`src/hdl/ckvt_pkg.sv`:
```
// ----------------------------------------------------------------------------
// ckvt_pkg
// Shared types and constants of the compacting key/value table.
// ----------------------------------------------------------------------------
package ckvt_pkg;

    localparam int KEY_W   = 8;
    localparam int VALUE_W = 16;
    localparam int POS_W   = 3;
    localparam int COUNT_W = 4;
    localparam int IN_W    = 32;
    localparam int OUT_W   = 32;

    typedef enum logic [1:0] {
        OP_ADD    = 2'd0,
        OP_REMOVE = 2'd1,
        OP_READ   = 2'd2,
        OP_CLEAR  = 2'd3
    } op_t;

    typedef enum logic [1:0] {
        ST_IDLE,
        ST_SCAN,
        ST_RESULT
    } state_t;

    typedef struct packed {
        op_t                op;
        logic [KEY_W-1:0]   key;
        logic [VALUE_W-1:0] value;
        logic               shift;
    } cell_cmd_t;

    typedef struct packed {
        logic hit;
        logic hit_empty;
        logic pass;
    } cell_stat_t;

endpackage

```
`src/hdl/ckvt_cell.sv`:
```
// ----------------------------------------------------------------------------
// ckvt_cell
// One table slot: holds a key/value pair, checks it when the scan token
// arrives, and takes its upper neighbor's pair while a removal compacts.
// ----------------------------------------------------------------------------
module ckvt_cell (
    input  logic                      clk,
    input  logic                      rst_n,
    input  logic                      clear,
    input  logic                      token,
    input  ckvt_pkg::cell_cmd_t       cmd,
    input  logic [ckvt_pkg::KEY_W-1:0]   next_key,
    input  logic [ckvt_pkg::VALUE_W-1:0] next_value,
    output logic [ckvt_pkg::KEY_W-1:0]   key,
    output logic [ckvt_pkg::VALUE_W-1:0] value,
    output ckvt_pkg::cell_stat_t      stat
);
    import ckvt_pkg::*;

    logic [KEY_W-1:0]   key_reg;
    logic [KEY_W-1:0]   key_next;
    logic [VALUE_W-1:0] value_reg;
    logic [VALUE_W-1:0] value_next;
    logic               is_add;
    logic               is_rem;
    logic               match_add;
    logic               match_rem;
    logic               hit;

    always_comb
    begin
        is_add    = (cmd.op == OP_ADD);
        is_rem    = (cmd.op == OP_REMOVE);
        match_add = (key_reg == cmd.key) || (key_reg == '0);
        match_rem = (key_reg == cmd.key);
        hit       = token && !cmd.shift
                    && ((is_add && match_add) || (is_rem && match_rem));

        stat.hit       = hit;
        stat.hit_empty = hit && (key_reg == '0);
        stat.pass      = token && !(is_add && hit);

        key_next   = key_reg;
        value_next = value_reg;
        if (clear)
        begin
            key_next   = '0;
            value_next = '0;
        end
        else if (token && is_rem && (cmd.shift || hit))
        begin
            key_next   = next_key;
            value_next = next_value;
        end
        else if (is_add && hit)
        begin
            key_next   = cmd.key;
            value_next = cmd.value;
        end
    end

    always_ff @(posedge clk or negedge rst_n)
    begin
        if (!rst_n)
        begin
            key_reg   <= '0;
            value_reg <= '0;
        end
        else
        begin
            key_reg   <= key_next;
            value_reg <= value_next;
        end
    end

    assign key   = key_reg;
    assign value = value_reg;

endmodule

```
`src/hdl/compacting_key_value_table.sv`:
```
// ----------------------------------------------------------------------------
// compacting_key_value_table
// Compacting key/value table built as a row of slot cells.
// ----------------------------------------------------------------------------
// Takes one item at a time and returns one result item for each. Used
// entries sit at the front of the table; key 0 marks an empty slot. Add and
// remove send a token up the row of cells, one slot per clock: add stops at
// the first slot that holds its key or is empty (or at the end of the row if
// the table is full), and remove always runs through the whole row since the
// later slots shift down behind the token. Read and clear need no scan. A
// finished result waits in the output register while the next item is
// accepted and worked on.
module compacting_key_value_table #(
    parameter int TABLE_DEPTH = 8
) (
    input  logic        clk,
    input  logic        rst_n,
    input  logic        s_axis_tvalid,
    output logic        s_axis_tready,
    // op[1:0], key[9:2], value[25:10], position[28:26], zero pad
    input  logic [31:0] s_axis_tdata,
    output logic        m_axis_tvalid,
    input  logic        m_axis_tready,
    // ok[0], used_count[4:1], read_key[12:5], read_value[28:13], zero pad
    output logic [31:0] m_axis_tdata
);
    import ckvt_pkg::*;

    localparam int CW = $clog2(TABLE_DEPTH + 1);

    state_t             state_reg;
    state_t             state_next;
    op_t                op_reg;
    op_t                op_next;
    logic [KEY_W-1:0]   cmd_key_reg;
    logic [KEY_W-1:0]   cmd_key_next;
    logic [VALUE_W-1:0] cmd_value_reg;
    logic [VALUE_W-1:0] cmd_value_next;
    logic               shift_reg;
    logic               shift_next;
    logic [TABLE_DEPTH-1:0] token_reg;
    logic [TABLE_DEPTH-1:0] token_next;
    logic [CW-1:0]      count_reg;
    logic [CW-1:0]      count_next;
    logic               res_ok_reg;
    logic               res_ok_next;
    logic [KEY_W-1:0]   res_key_reg;
    logic [KEY_W-1:0]   res_key_next;
    logic [VALUE_W-1:0] res_value_reg;
    logic [VALUE_W-1:0] res_value_next;
    logic               out_valid_reg;
    logic               out_valid_next;
    logic [OUT_W-1:0]   out_data_reg;
    logic [OUT_W-1:0]   out_data_next;

    logic               in_accept;
    op_t                in_op;
    logic [KEY_W-1:0]   in_key;
    logic [VALUE_W-1:0] in_value;
    logic [POS_W-1:0]   in_position;
    logic               clear_all;
    cell_cmd_t          cmd;

    logic [KEY_W-1:0]   cell_key   [TABLE_DEPTH];
    logic [VALUE_W-1:0] cell_value [TABLE_DEPTH];
    cell_stat_t         cell_stat  [TABLE_DEPTH];
    logic [TABLE_DEPTH-1:0] hit_vec;
    logic [TABLE_DEPTH-1:0] hit_empty_vec;
    logic [TABLE_DEPTH-1:0] pass_vec;
    logic               hit_any;
    logic               hit_empty_any;

    logic               rd_ok;
    logic [KEY_W-1:0]   rd_key;
    logic [VALUE_W-1:0] rd_value;
    logic [COUNT_W-1:0] used_sat;
    logic               rem_ok;

    assign s_axis_tready = (state_reg == ST_IDLE);
    assign in_accept     = s_axis_tvalid && s_axis_tready;
    assign in_op         = op_t'(s_axis_tdata[1:0]);
    assign in_key        = s_axis_tdata[9:2];
    assign in_value      = s_axis_tdata[25:10];
    assign in_position   = s_axis_tdata[28:26];
    assign clear_all     = in_accept && (in_op == OP_CLEAR);

    assign cmd.op    = op_reg;
    assign cmd.key   = cmd_key_reg;
    assign cmd.value = cmd_value_reg;
    assign cmd.shift = shift_reg;

    for (genvar i = 0; i < TABLE_DEPTH; i++)
    begin : g_cell
        logic [KEY_W-1:0]   nb_key;
        logic [VALUE_W-1:0] nb_value;

        if (i == TABLE_DEPTH - 1)
        begin : g_last
            assign nb_key   = '0;
            assign nb_value = '0;
        end
        else
        begin : g_mid
            assign nb_key   = cell_key[i+1];
            assign nb_value = cell_value[i+1];
        end

        ckvt_cell u_cell (
            .clk        (clk),
            .rst_n      (rst_n),
            .clear      (clear_all),
            .token      (token_reg[i]),
            .cmd        (cmd),
            .next_key   (nb_key),
            .next_value (nb_value),
            .key        (cell_key[i]),
            .value      (cell_value[i]),
            .stat       (cell_stat[i])
        );

        assign hit_vec[i]       = cell_stat[i].hit;
        assign hit_empty_vec[i] = cell_stat[i].hit_empty;
        assign pass_vec[i]      = cell_stat[i].pass;
    end

    assign hit_any       = |hit_vec;
    assign hit_empty_any = |hit_empty_vec;
    assign rem_ok        = shift_reg || hit_any;

    always_comb
    begin
        rd_ok    = (32'(in_position) < TABLE_DEPTH);
        rd_key   = '0;
        rd_value = '0;
        for (int i = 0; i < TABLE_DEPTH; i++)
        begin
            if (32'(in_position) == i)
            begin
                rd_key   = cell_key[i];
                rd_value = cell_value[i];
            end
        end
    end

    assign used_sat = (32'(count_reg) > 32'd15) ? 4'd15 : COUNT_W'(count_reg);

    always_comb
    begin
        state_next     = state_reg;
        op_next        = op_reg;
        cmd_key_next   = cmd_key_reg;
        cmd_value_next = cmd_value_reg;
        shift_next     = shift_reg;
        token_next     = '0;
        count_next     = count_reg;
        res_ok_next    = res_ok_reg;
        res_key_next   = res_key_reg;
        res_value_next = res_value_reg;
        out_valid_next = out_valid_reg;
        out_data_next  = out_data_reg;

        if (out_valid_reg && m_axis_tready)
        begin
            out_valid_next = 1'b0;
        end

        unique case (state_reg)
            ST_IDLE:
            begin
                if (in_accept)
                begin
                    op_next        = in_op;
                    cmd_key_next   = in_key;
                    cmd_value_next = in_value;
                    shift_next     = 1'b0;
                    res_key_next   = '0;
                    res_value_next = '0;
                    unique case (in_op)
                        OP_ADD, OP_REMOVE:
                        begin
                            token_next[0] = 1'b1;
                            state_next    = ST_SCAN;
                        end
                        OP_READ:
                        begin
                            res_ok_next    = rd_ok;
                            res_key_next   = rd_ok ? rd_key : '0;
                            res_value_next = rd_ok ? rd_value : '0;
                            state_next     = ST_RESULT;
                        end
                        OP_CLEAR:
                        begin
                            count_next  = '0;
                            res_ok_next = 1'b1;
                            state_next  = ST_RESULT;
                        end
                        default:
                        begin
                            state_next = ST_IDLE;
                        end
                    endcase
                end
            end
            ST_SCAN:
            begin
                token_next = {pass_vec[TABLE_DEPTH-2:0], 1'b0};
                shift_next = shift_reg || hit_any;
                if (op_reg == OP_ADD)
                begin
                    if (hit_any)
                    begin
                        res_ok_next = 1'b1;
                        if (hit_empty_any && (cmd_key_reg != '0))
                        begin
                            count_next = count_reg + CW'(1);
                        end
                        state_next = ST_RESULT;
                    end
                    else if (pass_vec[TABLE_DEPTH-1])
                    begin
                        res_ok_next = 1'b0;
                        state_next  = ST_RESULT;
                    end
                end
                else if (pass_vec[TABLE_DEPTH-1])
                begin
                    res_ok_next = rem_ok;
                    if (rem_ok && (cmd_key_reg != '0))
                    begin
                        count_next = count_reg - CW'(1);
                    end
                    state_next = ST_RESULT;
                end
            end
            ST_RESULT:
            begin
                if (!out_valid_reg || m_axis_tready)
                begin
                    out_valid_next = 1'b1;
                    out_data_next  = {3'b000, res_value_reg, res_key_reg, used_sat,
                                      res_ok_reg};
                    state_next     = ST_IDLE;
                end
            end
            default:
            begin
                state_next = ST_IDLE;
            end
        endcase
    end

    always_ff @(posedge clk or negedge rst_n)
    begin
        if (!rst_n)
        begin
            state_reg     <= ST_IDLE;
            shift_reg     <= 1'b0;
            token_reg     <= '0;
            count_reg     <= '0;
            out_valid_reg <= 1'b0;
        end
        else
        begin
            state_reg     <= state_next;
            shift_reg     <= shift_next;
            token_reg     <= token_next;
            count_reg     <= count_next;
            out_valid_reg <= out_valid_next;
        end
    end

    always_ff @(posedge clk)
    begin
        op_reg        <= op_next;
        cmd_key_reg   <= cmd_key_next;
        cmd_value_reg <= cmd_value_next;
        res_ok_reg    <= res_ok_next;
        res_key_reg   <= res_key_next;
        res_value_reg <= res_value_next;
        out_data_reg  <= out_data_next;
    end

    assign m_axis_tvalid = out_valid_reg;
    assign m_axis_tdata  = out_data_reg;

`ifndef SYNTH
    a_one_token: assert property (@(posedge clk) disable iff (!rst_n)
        $onehot0(token_reg))
        else $error("more than one scan token in the row");

    a_token_only_in_scan: assert property (@(posedge clk) disable iff (!rst_n)
        (state_reg != ST_SCAN) |-> (token_reg == '0))
        else $error("scan token outside of a scan");

    a_count_bound: assert property (@(posedge clk) disable iff (!rst_n)
        32'(count_reg) <= TABLE_DEPTH)
        else $error("entry count beyond table depth");

    a_result_no_overwrite: assert property (@(posedge clk) disable iff (!rst_n)
        (m_axis_tvalid && !m_axis_tready) |=> m_axis_tvalid)
        else $error("pending result item dropped");
`endif

endmodule

```
`config.mk`:
```
export PLATFORM = sky130hd
export DESIGN_NAME = compacting_key_value_table
export DESIGN_NICKNAME = d
export VERILOG_FILES = /design/src/hdl/ckvt_pkg.sv /design/src/hdl/ckvt_cell.sv /design/src/hdl/compacting_key_value_table.sv
export SDC_FILE = /design/constraint.sdc
export NUM_CORES = 1
export LEC_CHECK = 0
export BUFFER_PORTS_ARGS = -buffer_cell sky130_fd_sc_hd__clkbuf_2
export CORE_ASPECT_RATIO = 0.5
export CORE_MARGIN = 8
export CORE_UTILIZATION = 50
export CTS_CLUSTER_DIAMETER = 120
export DETAILED_ROUTE_END_ITERATION = 10
export GPL_TIMING_DRIVEN = 1
export PLACE_DENSITY = 0.67
export SYNTH_ARGS = -nofsm -noshare
export SYNTH_HDL_FRONTEND = slang
export SYNTH_SLANG_ARGS = --single-unit
```
`constraint.sdc`:
```
create_clock -name clk -period 9.2 [get_ports clk]
set_clock_uncertainty 0.1 [all_clocks]
set_input_delay 0.92 -clock clk [delete_from_list [all_inputs] [get_ports clk]]
set_output_delay 0.92 -clock clk [all_outputs]
set_load 0.005 [all_outputs]
```
==> results of run 1 <==
power by group through the flow:
stage / clock network [uW] / registers (uW) / logic, uW
6_report: 1180 / 1930 / 982
3_3_place_gp: 0 / 1920 / 952
4_1_cts: 1200 / 1920 / 985
2_1_floorplan: 0 / 1830 / 790
5_1_grt: 1250 / 1960 / 1080
3_5_place_dp: 0 / 1940 / 979
cell type report:
class                   instances  area share [%]
flip-flops and latches        288            45.1
well taps                     423            3.14
repair buffers                 92            3.21
inverters                       7           0.156
clock buffers                  36            4.33
multi-input cells             960            43.0
clock inverters                14            1.08
layer usage:
layer  global-route usage [%]  vias up  part of all wire (%)
met2                     36.1      516                    45
li1                         -     5122                     -
met4                     6.34        0                   2.5
met5                        0        -                     0
met1                     31.6     5879                    44
met3                     4.20       85                   8.0
layout by cell type (no fill, tap or decap), types with 4 or more instances in the layout:
master | synthesis | routed
nor2_1 | 220 | 219
mux2i_1 | 216 | 216
dfrtp_1 | 208 | 208
a211oi_1 | 147 | 147
edfxtp_1 | 80 | 80
xnor2_1 | 64 | 64
clkbuf_2 | 0 | 61
a21oi_1 | 58 | 58
o21ai_0 | 38 | 38
buf_4 | 14 | 29
clkbuf_16 | 0 | 27
a211oi_2 | 22 | 22
mux4_2 | 20 | 20
a221o_1 | 20 | 20
nand2_1 | 19 | 19
nor4_1 | 18 | 18
nand4_1 | 15 | 15
and3_1 | 10 | 9
nand3_1 | 8 | 7
o21ai_1 | 7 | 7
clkbuf_1 | 61 | 7
o211ai_1 | 6 | 6
inv_1 | 6 | 6
o22ai_2 | 5 | 5
clkinv_2 | 0 | 5
o22ai_1 | 4 | 4
nor2b_1 | 4 | 4
a22o_1 | 4 | 4
mux2_2 | 4 | 4
a221oi_1 | 4 | 4
and2_1 | 4 | 4
bufinv_16 | 0 | 4
cell usage after synthesis (19+ instances only):
library cell | number | area, sq um
clkbuf_1 | 61 | 229
xnor2_1 | 64 | 561
a21oi_1 | 58 | 290
mux2i_1 | 216 | 2160
o21ai_0 | 38 | 190
dfrtp_1 | 208 | 5200
a211oi_2 | 22 | 275
edfxtp_1 | 80 | 2400
nor2_1 | 220 | 826
a211oi_1 | 147 | 1100
buf_2 | 32 | 160
a221o_1 | 20 | 200
mux4_2 | 20 | 450
buf_6 | 20 | 225
nand2_1 | 19 | 71.3
worst reg2reg max path, cell delays in order (launching register included):
cell,delay (ps)
dfrtp_1,430
nor2_1,150
and2_2,160
buf_4,660
and3_4,1120
buf_4,1000
a211oi_1,180
logic make-up after synthesis:
kind of cell             Yosys count
adder cells (fa/ha/maj)            3
XOR/XNOR                          66
AND/OR/NAND/NOR                  316
flip-flops                       288
other                              1
AO/OA/AOI/OAI                    330
multiplexers                     242
buffers and inverters            149
through the flow:
stage          util (%)  std cells  power (uW)
3_5_place_dp       52.2       1770        2920
2_1_floorplan         -       1397        2620
3_3_place_gp       52.2       1770        2880
6_report           55.2       1820        4090
5_1_grt            55.2       1820        4290
4_1_cts            55.2       1820        4110
final timing paths:
check | slack [ps] | end
max | 5250 | g_cell[3].u_cell.value[12]
min | 250 | g_cell[4].u_cell.value[7]
max reg2reg | 5250 | g_cell[3].u_cell.value[12]
min reg2reg | 320 | m_axis_tdata[18]
max in group asynchronous | 7170 | g_cell[0].u_cell.key[0]
min in group clk | 320 | m_axis_tdata[18]
==> impl_metrics.env, run 1 <==
export IMPL_outcome="finished clean"
export IMPL_tns_ps=0
export IMPL_drt_iter0_drc=1293
export IMPL_crit_buf_inv=2
export IMPL_tightestPinTransition_ps=1240
export IMPL_setup_violations=0
export IMPL_cp_common_cell="buf_4"
export IMPL_die_area_sq_mm=0.0376
export IMPL_grt_pass1_wl_um=68400
export IMPL_reg2reg_depth=6
export IMPL_hp_class="primary input to async pin"
export IMPL_die_h_um=141
export IMPL_maxSlewViolCount=0
export IMPL_intPower_uw=2770
export IMPL_slew_headroom_pct=16.9
export IMPL_path_depth=6
export IMPL_dpl_cell_area_sq_mm=0.0160
export IMPL_whs_ps=247
export IMPL_r2r_start="state_reg[1]"
export IMPL_synth_distinct_cells=66
export IMPL_rows=45
export IMPL_switchingPower_uw=1320
export IMPL_ys_warn_count=0
export IMPL_start_kind="register"
export IMPL_synthCells=1395
export IMPL_async_reset_ff_share_pct=72.2
export IMPL_clock_path_buffers=3
export IMPL_cpMaxStageDelayCell="and3_4"
export IMPL_io_pins=70
export IMPL_synth_mux_area_share_pct=17.1
export IMPL_design_area_sq_mm=0.0169
export IMPL_initial_core_util_pct=51.3
export IMPL_max_freq_mhz=253
export IMPL_holdBufCountCts=0
export IMPL_cts_sinks=288
export IMPL_fin_nets=1415
export IMPL_insertion_delay_ps=570
export IMPL_p_comb_share_pct=24.0
export IMPL_synth_compound_area_share_pct=15.7
export IMPL_tritoncts="yes"
export IMPL_critPathRequiredTime_ps=9500
export IMPL_min_period_over_period_pct=42.9
export IMPL_cts_clk_slew_worst_paths_ps=70
export IMPL_drive_gt1_share_pct=15.2
export IMPL_synthXorXnorAreaFrac_pct=3.73
export IMPL_grt_overflow=0
export IMPL_postCtsSetupBuffers=0
export IMPL_multi_input_area_sq_mm=0.00725
export IMPL_setup_worst_path_start="state_reg[1]"
export IMPL_synth_simple_area_share_pct=8.97
export IMPL_syn_area_per_cell_sq_um=11.2
export IMPL_syn2layout_area_growth_pct=7.53
export IMPL_synth_seq_area_share_pct=48.5
export IMPL_cp_cell_sequence="nor2_1 > and2_2 > buf_4 > and3_4 > buf_4 > a211oi_1"
export IMPL_rsz0062_at_grt="no"
export IMPL_period_minus_slack_ps=3950
export IMPL_htreeDepth=1
export IMPL_critical_path_max_stage_delay_ps=1100
export IMPL_syn_area_sq_mm=0.0157
export IMPL_cp_arrival_ps=4250
export IMPL_routed_wl_um=43000
export IMPL_wl_per_cell_um=23.6
export IMPL_drv_cap=0
export IMPL_fillers=2569
export IMPL_crit_path_end_kind="register"
export IMPL_crit_fanout=92
export IMPL_hold_viol_final=0
export IMPL_p_per_area_mw_per_mm2=242
export IMPL_p_clk_share_pct=28.9
export IMPL_vias_per_cell=6.37
export IMPL_cts_buffers=27
export IMPL_worst_slack_ps=5250
export IMPL_grt_util_all_layers_pct=22.7
export IMPL_synth_ff_type="dfrtp_1"
export IMPL_dp_hpwl_um=25100
export IMPL_path_delay_family="buffers and inverters"
export IMPL_num_vias=11600
export IMPL_antenna_found_initial=1
export IMPL_synth_edf_count=80
export IMPL_grt_max_degree=93
export IMPL_gp_congestion=0.891
export IMPL_p_seq_share_pct=47.1
export IMPL_core_sq_mm=0.0306
export IMPL_largest_reg_flops=128
export IMPL_seqCellArea_sq_mm=0.00761
export IMPL_ys_seq_elements=288
export IMPL_synthAdderAreaFrac_pct=0.287
export IMPL_pre_cts_slack_ps=4870
export IMPL_ir_drop_v=0.000102
export IMPL_die_x_um=266
export IMPL_p_leak_uw=0.00808
export IMPL_remaining_drc_errors=0
export IMPL_switching_share_pct=32.3
export IMPL_drtAntennaViolNets=0
export IMPL_critPathKind="register to register"
export IMPL_grt_pass1_vias=11800
export IMPL_n_antenna_cell=0
export IMPL_cts_resized=0
export IMPL_synth_top_family_by_area="multiplexers"
export IMPL_drtPass1Iterations=5
export IMPL_port_buffers=63
export IMPL_root_buffer="clkbuf_16"
(Power assumes the default switching activity.)
==> run 2, diff against run 1 <==
==> constraint.sdc (replaced) <==
create_clock -name clk -period 3.8 [get_ports clk]
set_clock_uncertainty 0.1 [all_clocks]
set_input_delay 0.38 -clock clk [delete_from_list [all_inputs] [get_ports clk]]
set_output_delay 0.38 -clock clk [all_outputs]
set_load 0.005 [all_outputs]
==> run 2 against run 1 <==
Sequential power increased by 140%. Combinational power is 140% higher. Core utilization grew 1.4 points. Critical path depth grew 2. Flip-flop and latch count stayed put. Die area unchanged. Sequential share of layout area is 1.1 points lower. Routed wire length is 0.14% higher. Global-route usage hardly changed. Via count up 0.91%. Clock power rose by 140%. Critical endpoint is now g_cell[6].u_cell.value[13].
==> impl_metrics.env, run 2 (synthesized netlist as in run 1, its figures left out) <==
export IMPL_crit_buf_inv=2
export IMPL_critical_path_max_stage_delay_ps=750
export IMPL_routed_wl_um=43000
export IMPL_grt_pass1_vias=11700
export IMPL_cp_arrival_ps=3270
export IMPL_outcome="finished clean"
export IMPL_setup_violations=0
export IMPL_insertion_delay_ps=560
export IMPL_maxSlewViolCount=0
export IMPL_grt_util_all_layers_pct=22.7
export IMPL_drtAntennaViolNets=0
export IMPL_gp_congestion=0.880
export IMPL_drv_cap=0
export IMPL_fin_nets=1460
export IMPL_initial_core_util_pct=51.3
export IMPL_cts_clk_slew_worst_paths_ps=70
export IMPL_ir_drop_v=0.000329
export IMPL_syn2layout_area_growth_pct=10.2
export IMPL_multi_input_area_sq_mm=0.00724
export IMPL_instances_no_fill=1864
export IMPL_hold_viol_final=0
export IMPL_cp_common_cell="buf_4"
export IMPL_drt_iter0_drc=1231
export IMPL_crit_path_end_kind="register"
export IMPL_largest_reg_flops=128
export IMPL_fin_util_pct=56.5
export IMPL_die_area_sq_mm=0.0376
export IMPL_start_kind="register"
export IMPL_cpMaxStageDelayCell="edfxtp_1"
export IMPL_root_buffer="clkbuf_16"
export IMPL_path_delay_family="buffers and inverters"
export IMPL_wl_per_cell_um=23.1
export IMPL_seqCellArea_sq_mm=0.00761
export IMPL_rows=45
export IMPL_grt_max_degree=108
export IMPL_slew_headroom_pct=35.8
export IMPL_cp_cell_sequence="buf_4 > xnor2_1 > nand4_2 > o22ai_2 > and3_1 > buf_4 > mux2i_1 > a211oi_1"
export IMPL_vias_per_cell=6.28
export IMPL_critPathKind="register to register"
export IMPL_n_antenna_cell=0
export IMPL_min_period_over_period_pct=76.6
export IMPL_remaining_drc_errors=0
export IMPL_grt_overflow=0
export IMPL_cts_sinks=288
export IMPL_p_leak_uw=0.00828
export IMPL_fillers=2576
export IMPL_dp_hpwl_um=26800
export IMPL_postCtsSetupBuffers=0
export IMPL_die_h_um=141
export IMPL_tns_ps=0
export IMPL_critPathRequiredTime_ps=4160
export IMPL_htreeDepth=1
export IMPL_max_freq_mhz=343
export IMPL_drive_gt1_share_pct=16.0
export IMPL_die_x_um=266
export IMPL_port_buffers=63
export IMPL_io_pins=70
export IMPL_grt_pass1_wl_um=68600
export IMPL_antenna_found_initial=0
export IMPL_drtPass1Iterations=6
export IMPL_num_vias=11700
export IMPL_place_inst=1789
export IMPL_layout_commonest_cell="nor2_1"
export IMPL_tritoncts="yes"
export IMPL_hp_class="primary input to register"
export IMPL_core_sq_mm=0.0306
export IMPL_most_common_layout_cells="nor2_1 (219), mux2i_1 (216), dfrtp_1 (208)"
export IMPL_clock_path_buffers=3
export IMPL_tightestPinTransition_ps=964
export IMPL_rsz0062_at_grt="no"
export IMPL_cts_buffers=26
export IMPL_crit_fanout=25
export IMPL_period_minus_slack_ps=2910
export IMPL_p_per_area_mw_per_mm2=571
-- run 2: changes by cell type in the layout (fill, tap and decap cells not counted), sizes merged --
cell / change
dlygate4sd3: +27
clkbuf: -3
inv: -2
bufinv: -1
clkinv: +4
buf: +19
-- run 2: timing repair --
item,4_1_cts,5_1_grt
endpoints found under the setup margin,0,0
hold buffers,27,0
gates resized for setup,0,0
hold endpoints to repair,130,0
-- run 2: layout make-up --
cell class | count | area share [%]
Clock buffer | 33 | 4.16
Clock inverter | 15 | 0.949
Inverter | 7 | 0.152
Multi-Input combinational cell | 960 | 41.9
Sequential cell | 288 | 44.0
Tap cell | 423 | 3.06
Timing Repair Buffer | 138 | 5.74
-- run 2: worst register-to-register path: stages (launching register included) --
cell and delay [ps]:
edfxtp_1 750, buf_4 310, xnor2_1 150, nand4_2 140, o22ai_2 220, and3_1 180
buf_4 490, mux2i_1 190, a211oi_1 290
-- run 2: worst paths after layout --
kind                       depth (start not counted)              start  slack (ps)                    endpoint
max                                                8     cmd_key_reg[1]         890  g_cell[6].u_cell.value[13]
min                                                3      m_axis_tready          20               m_axis_tvalid
max reg2reg                                        8     cmd_key_reg[1]         890  g_cell[6].u_cell.value[13]
min reg2reg                                        0  res_value_reg[11]         320            m_axis_tdata[24]
max in group asynchronous                          3              rst_n        2090                count_reg[2]
min in group asynchronous                          2              rst_n         400   g_cell[2].u_cell.value[7]
-- run 2: per-layer routing --
| layer | vias up | part of all wire [%] | track usage (%) |
|---|---|---|---|
| met5 | - | 0 | 0 |
| met4 | 0 | 2.7 | 6.31 |
| met3 | 82 | 7.6 | 3.85 |
| met2 | 492 | 45 | 35.8 |
| met1 | 5916 | 44 | 32.1 |
| li1 | 5217 | - | - |
-- run 2: power by group --
group / total [uW] / internal [uW] / leakage [uW] / switching (uW)
sequential: 4690 / 3960 / 0.00361 / 724
combinational: 2400 / 1150 / 0.00424 / 1250
clock: 2780 / 1550 / 0.000432 / 1230
-- run 2: metrics by stage --
step | setup slack (ps) | power [uW] | hold slack [ps] | cell area [sq um]
2_1_floorplan | 549 | 6330 | -15.6 | 15700
3_3_place_gp | 993 | 6980 | 301 | 16100
3_5_place_dp | 943 | 7100 | 305 | 16100
4_1_cts | 917 | 9900 | 4.13 | 17300
5_1_grt | 717 | 10300 | 40.6 | 17300
6_report | 889 | 9870 | 23.5 | 17300
